==> config.mk <==
export PLATFORM = sky130hd
export DESIGN_NAME = ido_alu
export DESIGN_NICKNAME = d
export VERILOG_FILES = /design/src/sv/inverse_depth_observer_step_defines.svh /design/src/sv/ido_pkg.sv /design/src/sv/ido_alu.sv
export SDC_FILE = /design/constraint.sdc
export NUM_CORES = 2
export LEC_CHECK = 0
export ABC_AREA = 1
export BUFFER_PORTS_ARGS = -buffer_cell sky130_fd_sc_hd__buf_2
export CAP_MARGIN = 5
export CORE_MARGIN = 4
export CORE_UTILIZATION = 65
export CTS_BUF_LIST = sky130_fd_sc_hd__clkbuf_16
export DETAILED_ROUTE_END_ITERATION = 12
export HOLD_SLACK_MARGIN = 0.06
export PLACE_DENSITY = 0.82
export SYNTH_ARGS = -nofsm -noshare
export SYNTH_HDL_FRONTEND = slang
export SYNTH_SLANG_ARGS = --single-unit
==> constraint.sdc <==
create_clock -name clk -period 26.5 [get_ports clk]
set_clock_uncertainty 0.05 [all_clocks]
set_input_delay 2.65 -clock clk [delete_from_list [all_inputs] [get_ports clk]]
set_output_delay 2.65 -clock clk [all_outputs]
set_load 0.1 [all_outputs]
==> src/sv/inverse_depth_observer_step_defines.svh <==
// Assertion macros shared by the observer RTL.
// No dependencies; included by inverse_depth_observer_step, which carries checks.
`ifndef INVERSE_DEPTH_OBSERVER_STEP_DEFINES_SVH
`define INVERSE_DEPTH_OBSERVER_STEP_DEFINES_SVH
`ifndef SYNTHESIS
`define IDO_ASSERT_IMPL(lbl, clk, rst_n, ante, cons) \
  lbl: assert property (@(posedge clk) disable iff (!rst_n) (ante) |-> (cons)) \
    else $error("assertion failed");
`define IDO_ASSERT_NEXT(lbl, clk, rst_n, ante, cons) \
  lbl: assert property (@(posedge clk) disable iff (!rst_n) (ante) |=> (cons)) \
    else $error("assertion failed");
`else
`define IDO_ASSERT_IMPL(lbl, clk, rst_n, ante, cons)
`define IDO_ASSERT_NEXT(lbl, clk, rst_n, ante, cons)
`endif
`endif

==> src/sv/ido_pkg.sv <==
// Types, constants, saturating arithmetic helpers and the microcode ROM
// of the inverse-depth observer. No dependencies.
package ido_pkg;

  localparam int FRAC_BITS  = 16;
  localparam int DATA_WIDTH = 32;
  localparam int WIDE_W     = DATA_WIDTH + FRAC_BITS;
  localparam int DT_W       = 20;
  localparam int GAIN_W     = 31;
  localparam int PC_W       = 7;

  localparam logic [DATA_WIDTH-1:0] ONE_FX = DATA_WIDTH'(64'd1 << FRAC_BITS);
  localparam logic [DATA_WIDTH-1:0] INV_DEPTH_INIT =
    DATA_WIDTH'(((64'd1 << FRAC_BITS) + 64'd5) / 64'd10);
  localparam logic [GAIN_W-1:0] GAIN_INIT = GAIN_W'(64'd4 << FRAC_BITS);

  // configuration register indexes
  localparam logic [1:0] CFG_GAIN_ONE   = 2'd0;
  localparam logic [1:0] CFG_GAIN_TWO   = 2'd1;
  localparam logic [1:0] CFG_GAIN_THREE = 2'd2;
  localparam logic [1:0] CFG_PRED_EN    = 2'd3;

  typedef struct packed {
    logic                   action;
    logic signed [31:0]     meas_x;
    logic signed [31:0]     meas_y;
    logic signed [31:0]     rel_vel_x;
    logic signed [31:0]     rel_vel_y;
    logic signed [31:0]     rel_vel_z;
    logic signed [31:0]     ang_vel_x;
    logic signed [31:0]     ang_vel_y;
    logic signed [31:0]     ang_vel_z;
    logic [DT_W-1:0]        delta_t;
  } in_item_t;

  typedef struct packed {
    logic signed [31:0] est_x;
    logic signed [31:0] est_y;
    logic signed [31:0] est_inv_depth;
    logic               was_predicted;
  } out_item_t;

  typedef enum logic [2:0] {
    OP_ADD, OP_SUB, OP_MUL, OP_DIV, OP_END
  } op_t;

  typedef enum logic [1:0] {
    ST_IDLE, ST_READ, ST_ISSUE, ST_WAIT
  } state_t;

  typedef struct packed {
    logic start;
    op_t  op;
  } alu_ctl_t;

  // operand / destination codes: scratch entries below 32, named registers from 32 up
  typedef logic [5:0] src_t;
  localparam src_t T0 = 6'd0,  T1 = 6'd1,  T2 = 6'd2,  T3 = 6'd3,  T4 = 6'd4;
  localparam src_t T5 = 6'd5,  T6 = 6'd6,  T7 = 6'd7,  T8 = 6'd8,  T9 = 6'd9;
  localparam src_t T10 = 6'd10, T11 = 6'd11, T12 = 6'd12, T13 = 6'd13;
  localparam src_t T14 = 6'd14, T15 = 6'd15, T16 = 6'd16, T17 = 6'd17;
  localparam src_t R_ZERO = 6'd32, R_ONE = 6'd33, R_Y1 = 6'd34, R_Y2 = 6'd35;
  localparam src_t R_B1 = 6'd36, R_B2 = 6'd37, R_B3 = 6'd38;
  localparam src_t R_A1 = 6'd39, R_A2 = 6'd40, R_A3 = 6'd41;
  localparam src_t R_X1 = 6'd42, R_X2 = 6'd43, R_X3 = 6'd44;
  localparam src_t R_L1 = 6'd45, R_L2 = 6'd46;
  localparam src_t R_G1 = 6'd47, R_G2 = 6'd48, R_G3 = 6'd49, R_DT = 6'd50;

  typedef struct packed {
    op_t  op;
    src_t dst;
    src_t a;
    src_t b;
  } instr_t;

  localparam logic [PC_W-1:0] PC_MEAS = 7'd0;
  localparam logic [PC_W-1:0] PC_PRED = 7'd73;
  localparam logic [PC_W-1:0] PC_HOLD = 7'd113;

  function automatic logic [DATA_WIDTH-1:0] sat_addsub(
    input logic [DATA_WIDTH-1:0] a, input logic [DATA_WIDTH-1:0] b, input logic sub);
    logic signed [DATA_WIDTH:0] s;
    logic signed [DATA_WIDTH:0] sa;
    logic signed [DATA_WIDTH:0] sb;
    sa = {a[DATA_WIDTH-1], a};
    sb = {b[DATA_WIDTH-1], b};
    s  = sub ? sa - sb : sa + sb;
    if (s[DATA_WIDTH] != s[DATA_WIDTH-1])
      return s[DATA_WIDTH] ? {1'b1, {(DATA_WIDTH-1){1'b0}}} : {1'b0, {(DATA_WIDTH-1){1'b1}}};
    return s[DATA_WIDTH-1:0];
  endfunction

  function automatic logic [DATA_WIDTH-1:0] magn(input logic [DATA_WIDTH-1:0] v);
    return v[DATA_WIDTH-1] ? DATA_WIDTH'(0) - v : v;
  endfunction

  // clamp an unsigned magnitude, then apply the sign
  function automatic logic [DATA_WIDTH-1:0] sat_mag(
    input logic [WIDE_W-1:0] m, input logic neg);
    logic [WIDE_W-1:0]     lim;
    logic [DATA_WIDTH-1:0] v;
    lim = {{(WIDE_W-DATA_WIDTH+1){1'b0}}, {(DATA_WIDTH-1){1'b1}}} + WIDE_W'(neg);
    v   = (m > lim) ? lim[DATA_WIDTH-1:0] : m[DATA_WIDTH-1:0];
    return neg ? DATA_WIDTH'(0) - v : v;
  endfunction

  function automatic instr_t mk(input op_t op, input src_t d, input src_t a, input src_t b);
    instr_t r;
    r.op = op; r.dst = d; r.a = a; r.b = b;
    return r;
  endfunction

  // shared tail: integrate the three rates held in T14, T15, T17 over delta_t, then copy Y1, Y2 to L1, L2
  function automatic instr_t tail(input logic [3:0] k);
    instr_t r;
    unique case (k)
      4'd0:    r = mk(OP_MUL, T3, T14, R_DT);
      4'd1:    r = mk(OP_ADD, R_X1, R_X1, T3);
      4'd2:    r = mk(OP_MUL, T3, T15, R_DT);
      4'd3:    r = mk(OP_ADD, R_X2, R_X2, T3);
      4'd4:    r = mk(OP_MUL, T3, T17, R_DT);
      4'd5:    r = mk(OP_ADD, R_X3, R_X3, T3);
      4'd6:    r = mk(OP_ADD, R_L1, R_Y1, R_ZERO);
      4'd7:    r = mk(OP_ADD, R_L2, R_Y2, R_ZERO);
      default: r = mk(OP_END, R_ZERO, R_ZERO, R_ZERO);
    endcase
    return r;
  endfunction

  function automatic instr_t ucode(input logic [PC_W-1:0] pc);
    instr_t r;
    unique case (pc)
      // measurement update
      7'd0:  r = mk(OP_SUB, T0, R_ZERO, R_A1);
      7'd1:  r = mk(OP_SUB, T1, R_ZERO, R_A2);
      7'd2:  r = mk(OP_SUB, T2, R_ZERO, R_A3);
      7'd3:  r = mk(OP_MUL, T3, R_Y1, R_B3);
      7'd4:  r = mk(OP_SUB, T4, R_B1, T3);
      7'd5:  r = mk(OP_MUL, T3, R_Y2, R_B3);
      7'd6:  r = mk(OP_SUB, T5, R_B2, T3);
      7'd7:  r = mk(OP_MUL, T6, R_Y1, R_Y2);
      7'd8:  r = mk(OP_MUL, T3, T6, T0);
      7'd9:  r = mk(OP_SUB, T3, R_ZERO, T3);
      7'd10: r = mk(OP_MUL, T7, R_Y1, R_Y1);
      7'd11: r = mk(OP_ADD, T7, R_ONE, T7);
      7'd12: r = mk(OP_MUL, T7, T7, T1);
      7'd13: r = mk(OP_ADD, T3, T3, T7);
      7'd14: r = mk(OP_MUL, T7, R_Y2, T2);
      7'd15: r = mk(OP_SUB, T8, T3, T7);
      7'd16: r = mk(OP_MUL, T3, R_Y2, R_Y2);
      7'd17: r = mk(OP_ADD, T3, R_ONE, T3);
      7'd18: r = mk(OP_MUL, T3, T3, T0);
      7'd19: r = mk(OP_SUB, T3, R_ZERO, T3);
      7'd20: r = mk(OP_MUL, T7, T6, T1);
      7'd21: r = mk(OP_ADD, T3, T3, T7);
      7'd22: r = mk(OP_MUL, T7, R_Y1, T2);
      7'd23: r = mk(OP_ADD, T9, T3, T7);
      7'd24: r = mk(OP_SUB, T10, R_Y1, R_X1);
      7'd25: r = mk(OP_SUB, T11, R_Y2, R_X2);
      7'd26: r = mk(OP_SUB, T3, R_Y1, R_L1);
      7'd27: r = mk(OP_DIV, T12, T3, R_DT);
      7'd28: r = mk(OP_SUB, T3, R_Y2, R_L2);
      7'd29: r = mk(OP_DIV, T13, T3, R_DT);
      7'd30: r = mk(OP_MUL, T3, T4, R_X3);
      7'd31: r = mk(OP_ADD, T3, T3, T8);
      7'd32: r = mk(OP_MUL, T7, R_G1, T10);
      7'd33: r = mk(OP_ADD, T14, T3, T7);
      7'd34: r = mk(OP_MUL, T3, T5, R_X3);
      7'd35: r = mk(OP_ADD, T3, T3, T9);
      7'd36: r = mk(OP_MUL, T7, R_G2, T11);
      7'd37: r = mk(OP_ADD, T15, T3, T7);
      7'd38: r = mk(OP_MUL, T3, R_X3, R_X3);
      7'd39: r = mk(OP_MUL, T3, R_B3, T3);
      7'd40: r = mk(OP_SUB, T16, R_ZERO, T3);
      7'd41: r = mk(OP_MUL, T3, R_Y1, T1);
      7'd42: r = mk(OP_MUL, T7, R_Y2, T0);
      7'd43: r = mk(OP_SUB, T3, T3, T7);
      7'd44: r = mk(OP_MUL, T3, T3, R_X3);
      7'd45: r = mk(OP_ADD, T16, T16, T3);
      7'd46: r = mk(OP_MUL, T3, T4, T4);
      7'd47: r = mk(OP_MUL, T7, T5, T5);
      7'd48: r = mk(OP_ADD, T3, T3, T7);
      7'd49: r = mk(OP_MUL, T3, R_G3, T3);
      7'd50: r = mk(OP_MUL, T3, T3, R_X3);
      7'd51: r = mk(OP_SUB, T16, T16, T3);
      7'd52: r = mk(OP_MUL, T3, R_G3, T4);
      7'd53: r = mk(OP_SUB, T7, T12, T8);
      7'd54: r = mk(OP_MUL, T3, T3, T7);
      7'd55: r = mk(OP_ADD, T16, T16, T3);
      7'd56: r = mk(OP_MUL, T3, R_G3, T5);
      7'd57: r = mk(OP_SUB, T7, T13, T9);
      7'd58: r = mk(OP_MUL, T3, T3, T7);
      7'd59: r = mk(OP_ADD, T16, T16, T3);
      7'd60: r = mk(OP_MUL, T3, T4, T10);
      7'd61: r = mk(OP_ADD, T16, T16, T3);
      7'd62: r = mk(OP_MUL, T3, T5, T11);
      7'd63: r = mk(OP_ADD, T17, T16, T3);
      7'd64, 7'd65, 7'd66, 7'd67, 7'd68, 7'd69, 7'd70, 7'd71, 7'd72:
        r = tail(4'(pc - 7'd64));
      // open-loop prediction
      7'd73: r = mk(OP_MUL, T6, R_X1, R_X2);
      7'd74: r = mk(OP_MUL, T3, R_A3, R_X2);
      7'd75: r = mk(OP_SUB, T3, T3, R_A2);
      7'd76: r = mk(OP_MUL, T7, R_X1, R_X1);
      7'd77: r = mk(OP_MUL, T7, R_A2, T7);
      7'd78: r = mk(OP_SUB, T3, T3, T7);
      7'd79: r = mk(OP_MUL, T7, R_A1, T6);
      7'd80: r = mk(OP_ADD, T3, T3, T7);
      7'd81: r = mk(OP_MUL, T7, R_X1, R_B3);
      7'd82: r = mk(OP_SUB, T7, R_B1, T7);
      7'd83: r = mk(OP_MUL, T7, T7, R_X3);
      7'd84: r = mk(OP_ADD, T14, T3, T7);
      7'd85: r = mk(OP_MUL, T7, R_A3, R_X1);
      7'd86: r = mk(OP_SUB, T3, R_A1, T7);
      7'd87: r = mk(OP_MUL, T7, R_A2, T6);
      7'd88: r = mk(OP_SUB, T3, T3, T7);
      7'd89: r = mk(OP_MUL, T7, R_X2, R_X2);
      7'd90: r = mk(OP_MUL, T7, R_A1, T7);
      7'd91: r = mk(OP_ADD, T3, T3, T7);
      7'd92: r = mk(OP_MUL, T7, R_X2, R_B3);
      7'd93: r = mk(OP_SUB, T7, R_B2, T7);
      7'd94: r = mk(OP_MUL, T7, T7, R_X3);
      7'd95: r = mk(OP_ADD, T15, T3, T7);
      7'd96: r = mk(OP_MUL, T3, R_X3, R_X3);
      7'd97: r = mk(OP_MUL, T3, R_B3, T3);
      7'd98: r = mk(OP_SUB, T3, R_ZERO, T3);
      7'd99: r = mk(OP_MUL, T7, R_A2, R_X1);
      7'd100: r = mk(OP_MUL, T8, R_A1, R_X2);
      7'd101: r = mk(OP_SUB, T7, T7, T8);
      7'd102: r = mk(OP_MUL, T7, T7, R_X3);
      7'd103: r = mk(OP_SUB, T17, T3, T7);
      7'd104, 7'd105, 7'd106, 7'd107, 7'd108, 7'd109, 7'd110, 7'd111, 7'd112:
        r = tail(4'(pc - 7'd104));
      // prediction off: only the position is stored
      7'd113: r = mk(OP_ADD, R_L1, R_Y1, R_ZERO);
      7'd114: r = mk(OP_ADD, R_L2, R_Y2, R_ZERO);
      default: r = mk(OP_END, R_ZERO, R_ZERO, R_ZERO);
    endcase
    return r;
  endfunction

endpackage

==> src/sv/ido_alu.sv <==
// Shared arithmetic unit: saturating add/sub, fixed-point multiply and
// a restoring divider one quotient bit per cycle. Depends on ido_pkg.
module ido_alu (
  input  logic                             clk,
  input  logic                             rst_n,
  input  ido_pkg::alu_ctl_t                ctl,
  input  logic [ido_pkg::DATA_WIDTH-1:0]   opa,
  input  logic [ido_pkg::DATA_WIDTH-1:0]   opb,
  input  logic [ido_pkg::DT_W-1:0]         den,
  output logic [ido_pkg::DATA_WIDTH-1:0]   res,
  output logic                             done
);

  localparam int DW  = ido_pkg::DATA_WIDTH;
  localparam int WW  = ido_pkg::WIDE_W;
  localparam int CW  = $clog2(WW + 1);

  logic [2*DW-1:0]   prod_r;
  logic              neg_r;
  logic              mul_pend_r;
  logic [CW-1:0]     cnt_r;
  logic              div_fin_r;
  logic [WW-1:0]     dvd_r;
  logic [WW-1:0]     quo_r;
  logic [ido_pkg::DT_W-1:0] rem_r;
  logic [DW-1:0]     res_r;
  logic              done_r;
  logic [ido_pkg::DT_W:0]   rem_sh;
  logic              q_bit;

  assign rem_sh = {rem_r, dvd_r[WW-1]};
  assign q_bit  = (rem_sh >= {1'b0, den});

  always_ff @(posedge clk) begin
    if (!rst_n) begin
      mul_pend_r <= 1'b0;
      cnt_r      <= '0;
      div_fin_r  <= 1'b0;
      done_r     <= 1'b0;
    end else begin
      done_r     <= 1'b0;
      mul_pend_r <= 1'b0;
      div_fin_r  <= 1'b0;
      if (ctl.start) begin
        unique case (ctl.op)
          ido_pkg::OP_ADD: begin
            res_r  <= ido_pkg::sat_addsub(opa, opb, 1'b0);
            done_r <= 1'b1;
          end
          ido_pkg::OP_SUB: begin
            res_r  <= ido_pkg::sat_addsub(opa, opb, 1'b1);
            done_r <= 1'b1;
          end
          ido_pkg::OP_MUL: begin
            prod_r     <= ido_pkg::magn(opa) * ido_pkg::magn(opb);
            neg_r      <= opa[DW-1] ^ opb[DW-1];
            mul_pend_r <= 1'b1;
          end
          ido_pkg::OP_DIV: begin
            dvd_r <= {ido_pkg::magn(opa), {ido_pkg::FRAC_BITS{1'b0}}};
            quo_r <= '0;
            rem_r <= '0;
            neg_r <= opa[DW-1];
            cnt_r <= CW'(WW);
          end
          default: done_r <= 1'b1;
        endcase
      end
      if (mul_pend_r) begin
        res_r  <= ido_pkg::sat_mag(prod_r[2*DW-1:ido_pkg::FRAC_BITS], neg_r);
        done_r <= 1'b1;
      end
      if (cnt_r != '0) begin
        rem_r <= q_bit ? ido_pkg::DT_W'(rem_sh - {1'b0, den}) : rem_sh[ido_pkg::DT_W-1:0];
        quo_r <= {quo_r[WW-2:0], q_bit};
        dvd_r <= {dvd_r[WW-2:0], 1'b0};
        cnt_r <= cnt_r - CW'(1);
        if (cnt_r == CW'(1)) div_fin_r <= 1'b1;
      end
      if (div_fin_r) begin
        res_r  <= ido_pkg::sat_mag(quo_r, neg_r);
        done_r <= 1'b1;
      end
    end
  end

  assign res  = res_r;
  assign done = done_r;

endmodule

==> key figures <==
Clock network
  • CTS buffer count: 17
  • Clock Latency Late Sink: 520 ps
  • Setup Fix Bufs, Post-CTS: 0
  • Post-CTS Hold Buffers: 0
  • CTS clk-pin slew, worst paths: 100 ps
  • Clock sinks: 190
  • Root buf cell: clkbuf_16
  • Clock tree buffer depth: 2
  • Htree depth: 4
  • CTS tree: done
  • Post_cts resized: 0

Worst setup path
  • CP max stage cell: buf_2
  • CP max FO: 25
  • Crit path capture type: flop
  • Worst path max stage delay: 550 ps
  • Most used cell along the critical path: inv_1
  • Worst Path Arrival: 12500 ps
  • Crit start category: primary input
  • Required time worst endpoint: 26720 ps
  • Crit Path Class: in -> reg

Logic synthesis
  • Synthesized Nets: 8191
  • Post-synthesis async set-or-reset flop share: 0%
  • Post-Synthesis Cells: ~6.8k
  • Avg Cell Area, Syn: 7.635 sq um
  • Sequential share of the synthesized area: 10.83%
  • Number of synthesized register bits: 190
  • Synthesized area: 0.05183 sq mm
  • Post-synth EDFFs: 181
  • Post-synth cell types: 69
  • Ys flop type: edfxtp_1
  • Synth Warn #: 0

Route
  • DRT antenna net count: 0
  • DRT iter0 DRCs: approximately 5.9k
  • DRC: 0
  • First-pass iteration count of the detailed router: 6
  • Vias/cell: 6.043
  • Routed vias: between 40k and 50k
  • Routed wire length per instance: 23.32 um
  • Final WL: 182300 um

Timing
  • Tightest Pin Transition: 1119 ps
  • Final Critical Period: 12280 ps
  • Slew HR: 25.24%
  • Fmax: between 80 and 90 MHz
  • Max-slew violations: 0
  • Crit share post-route: 46.32%
  • Hold Violations, Final: 0
  • RSZ-0062 raised after global routing: no
  • Setup-failing EPs final: 0
  • Setup TNS: 0 ps

Placement
  • Detailed Place HPWL: around 140000 um
  • Routability Congestion: 1.072
  • Port buffer count: 122
  • Dpl cell area: between 0.05 and 0.06 sq mm

Global routing
  • GR Layer Usage met2: 64.20%
  • Gr busiest metal: met2
  • Overall Global Routing Usage: 43.25%
  • Vias in the first global route: 47.65k
  • Global-route wire length before repair: 278000 um
  • Largest net degree at the start of global routing: 128
  • Global Route met3 Usage: 14.60%
  • M1 GR Usage: a little under three fifths
  • Grt total ovfl: 0
  • Initial antenna violation count: 9

Job
  • Max Cap Viol: 0

Final layout
  • Layout cell share with drive strength beyond 1: 6.032%
  • Final instance area: 0.05386 sq mm
  • Final Net Count: 8153
  • Post-layout util: 68.18%
  • Area Overhead vs Synth: 3.920%

Floorplanning
  • Core Region: 0.07900 sq mm
  • Num ports: 123
  • Die area: 0.08432 sq mm
  • Initial core utilization: 65.61%
  • Cell row count: 103
  • Die Y: 290.4 um
  • Chip Width: 290.4 um

Hold path
  • Hold Path Class: reg -> reg

Outcome
  • Status: finished, final reports clean
==> worst max-delay path, delay by kind of cell <==
family	cells	cell delay, ps
fa+ha+maj	10	4780
buf+inv	10	2080
xor+xnor	1	160
compound gates	5	1000
simple gates	11	1750
==> per-layer routing <==
metal | vias to the layer above | part of all wire (%)
met3 | 869 | 14
li1 | 20380 | -
met5 | - | 0.052
met4 | 8 | 7.2
met2 | 3340 | 42
met1 | 22650 | 36
==> synth_stat cells (7+ instances only) <==
| master | n | area share (%) |
|---|---|---|
| inv_1 | 1481 | 11 |
| nand2_1 | 1453 | 11 |
| fa_1 | 898 | 35 |
| nor2_1 | 824 | 6.0 |
| ha_1 | 414 | 10 |
| a21oi_1 | 250 | 2.4 |
| o21ai_0 | 213 | 2.1 |
| nand3_1 | 209 | 2.0 |
| edfxtp_1 | 181 | 10 |
| clkbuf_1 | 147 | 1.1 |
| xor2_1 | 102 | 1.7 |
| buf_2 | 67 | 0.65 |
| nand4_1 | 59 | 0.71 |
| xnor2_1 | 36 | 0.61 |
| nand2_2 | 34 | 0.41 |
| nor3_1 | 30 | 0.29 |
| a31oi_1 | 29 | 0.35 |
| nor2_2 | 27 | 0.33 |
| o21ai_1 | 25 | 0.24 |
| inv_2 | 23 | 0.17 |
| o21a_1 | 23 | 0.33 |
| o211ai_1 | 21 | 0.30 |
| clkinv_1 | 20 | 0.14 |
| buf_1 | 17 | 0.12 |
| buf_4 | 16 | 0.23 |
| or2_2 | 16 | 0.19 |
| nor2_4 | 14 | 0.30 |
| nor4_1 | 14 | 0.17 |
| o21ai_2 | 12 | 0.20 |
| o21bai_1 | 12 | 0.17 |
| a21o_1 | 10 | 0.14 |
| nand3_2 | 10 | 0.19 |
| nand3b_1 | 10 | 0.14 |
| dfxtp_1 | 9 | 0.35 |
| a211oi_1 | 7 | 0.10 |
| buf_6 | 7 | 0.15 |
==> cell type report <==
type / count / area, sq um
Multi-Input combinational cell: 4817 / 39350
Fill cell: 6712 / 25140
Inverter: 1526 / 5737
Sequential cell: 190 / 5615
Tap cell: 1050 / 1314
Timing Repair Buffer: 199 / 1201
Clock buffer: 17 / 425.4
Clock inverter: 15 / 210.2
Antenna cell: 4 / 10.01
==> cell usage in the layout (no fill, tap or decap), types with 7 or more instances in the layout <==
master / instances
clkinv_1: 20
dfxtp_1: 9
a31oi_1: 29
o21bai_1: 12
o21ai_0: 212
nor2_4: 15
or2_2: 16
buf_4: 76
nand4_1: 59
nor4_1: 14
o21ai_1: 23
o21ai_2: 15
nor2_2: 27
inv_1: 1480
inv_2: 23
clkbuf_16: 17
xor2_1: 99
nand2_2: 35
nor2_1: 823
o211ai_1: 21
nor3_1: 29
fa_1: 898
a21oi_1: 250
buf_2: 122
nand3_1: 209
xnor2_1: 36
ha_1: 414
a21o_1: 10
nand2_1: 1452
nand3b_1: 10
nand3_2: 10
o21a_1: 23
a211oi_1: 7
edfxtp_1: 181
==> state kept, by name, indices dropped and copies added, names as in the netlist <==
signal	flops
done	1
div_fin_r	1
rem_r	20
res	32
quo_r	48
neg_r	1
cnt_r	6
dvd_r	32
mul_pend_r	1
prod_r	48
==> final timing paths <==
path / start / to / slack, ps / cells past startpoint
min reg2reg: cnt_r[3]$_SDFFE_PN0P_ / cnt_r[3]$_SDFFE_PN0P_ / 450 / 2
min: cnt_r[3]$_SDFFE_PN0P_ / cnt_r[3]$_SDFFE_PN0P_ / 450 / 2
max reg2reg: neg_r$_DFFE_PP_ / res[26]$_DFFE_PP_ / 21340 / 28
max: opb[0] / prod_r[57]$_DFFE_PP_ / 14220 / 37
==> kinds of logic (layout without fill, tap and decap cells) <==
group / count (synthesis) / count (layout) / synth area share (%)
flops: 190 / 190 / 10.83
fa+ha+maj: 1312 / 1312 / 44.68
buf+inv: 1782 / 1757 / 13.35
compound gates: 644 / 644 / 7.049
simple gates: 2721 / 2721 / 21.69
other cells: 0 / 4 / 0
xor+xnor: 140 / 140 / 2.395
==> through the flow <==
stage / worst slack, ps / hold slack (ps) / cells
after detailed placement: 13970 / 435.1 / 7782
after global placement: 14140 / 423.5 / 7782
after floorplan: 15740 / 404.8 / 6789
final: 14220 / 448.6 / 7818
after global routing: 13790 / 482.3 / 7814
after CTS: 14500 / 449.1 / 7814
Power is left out: the tool's default activity adds up to more than one toggle a clock period on the data nets, which glitch-free logic cannot reach.
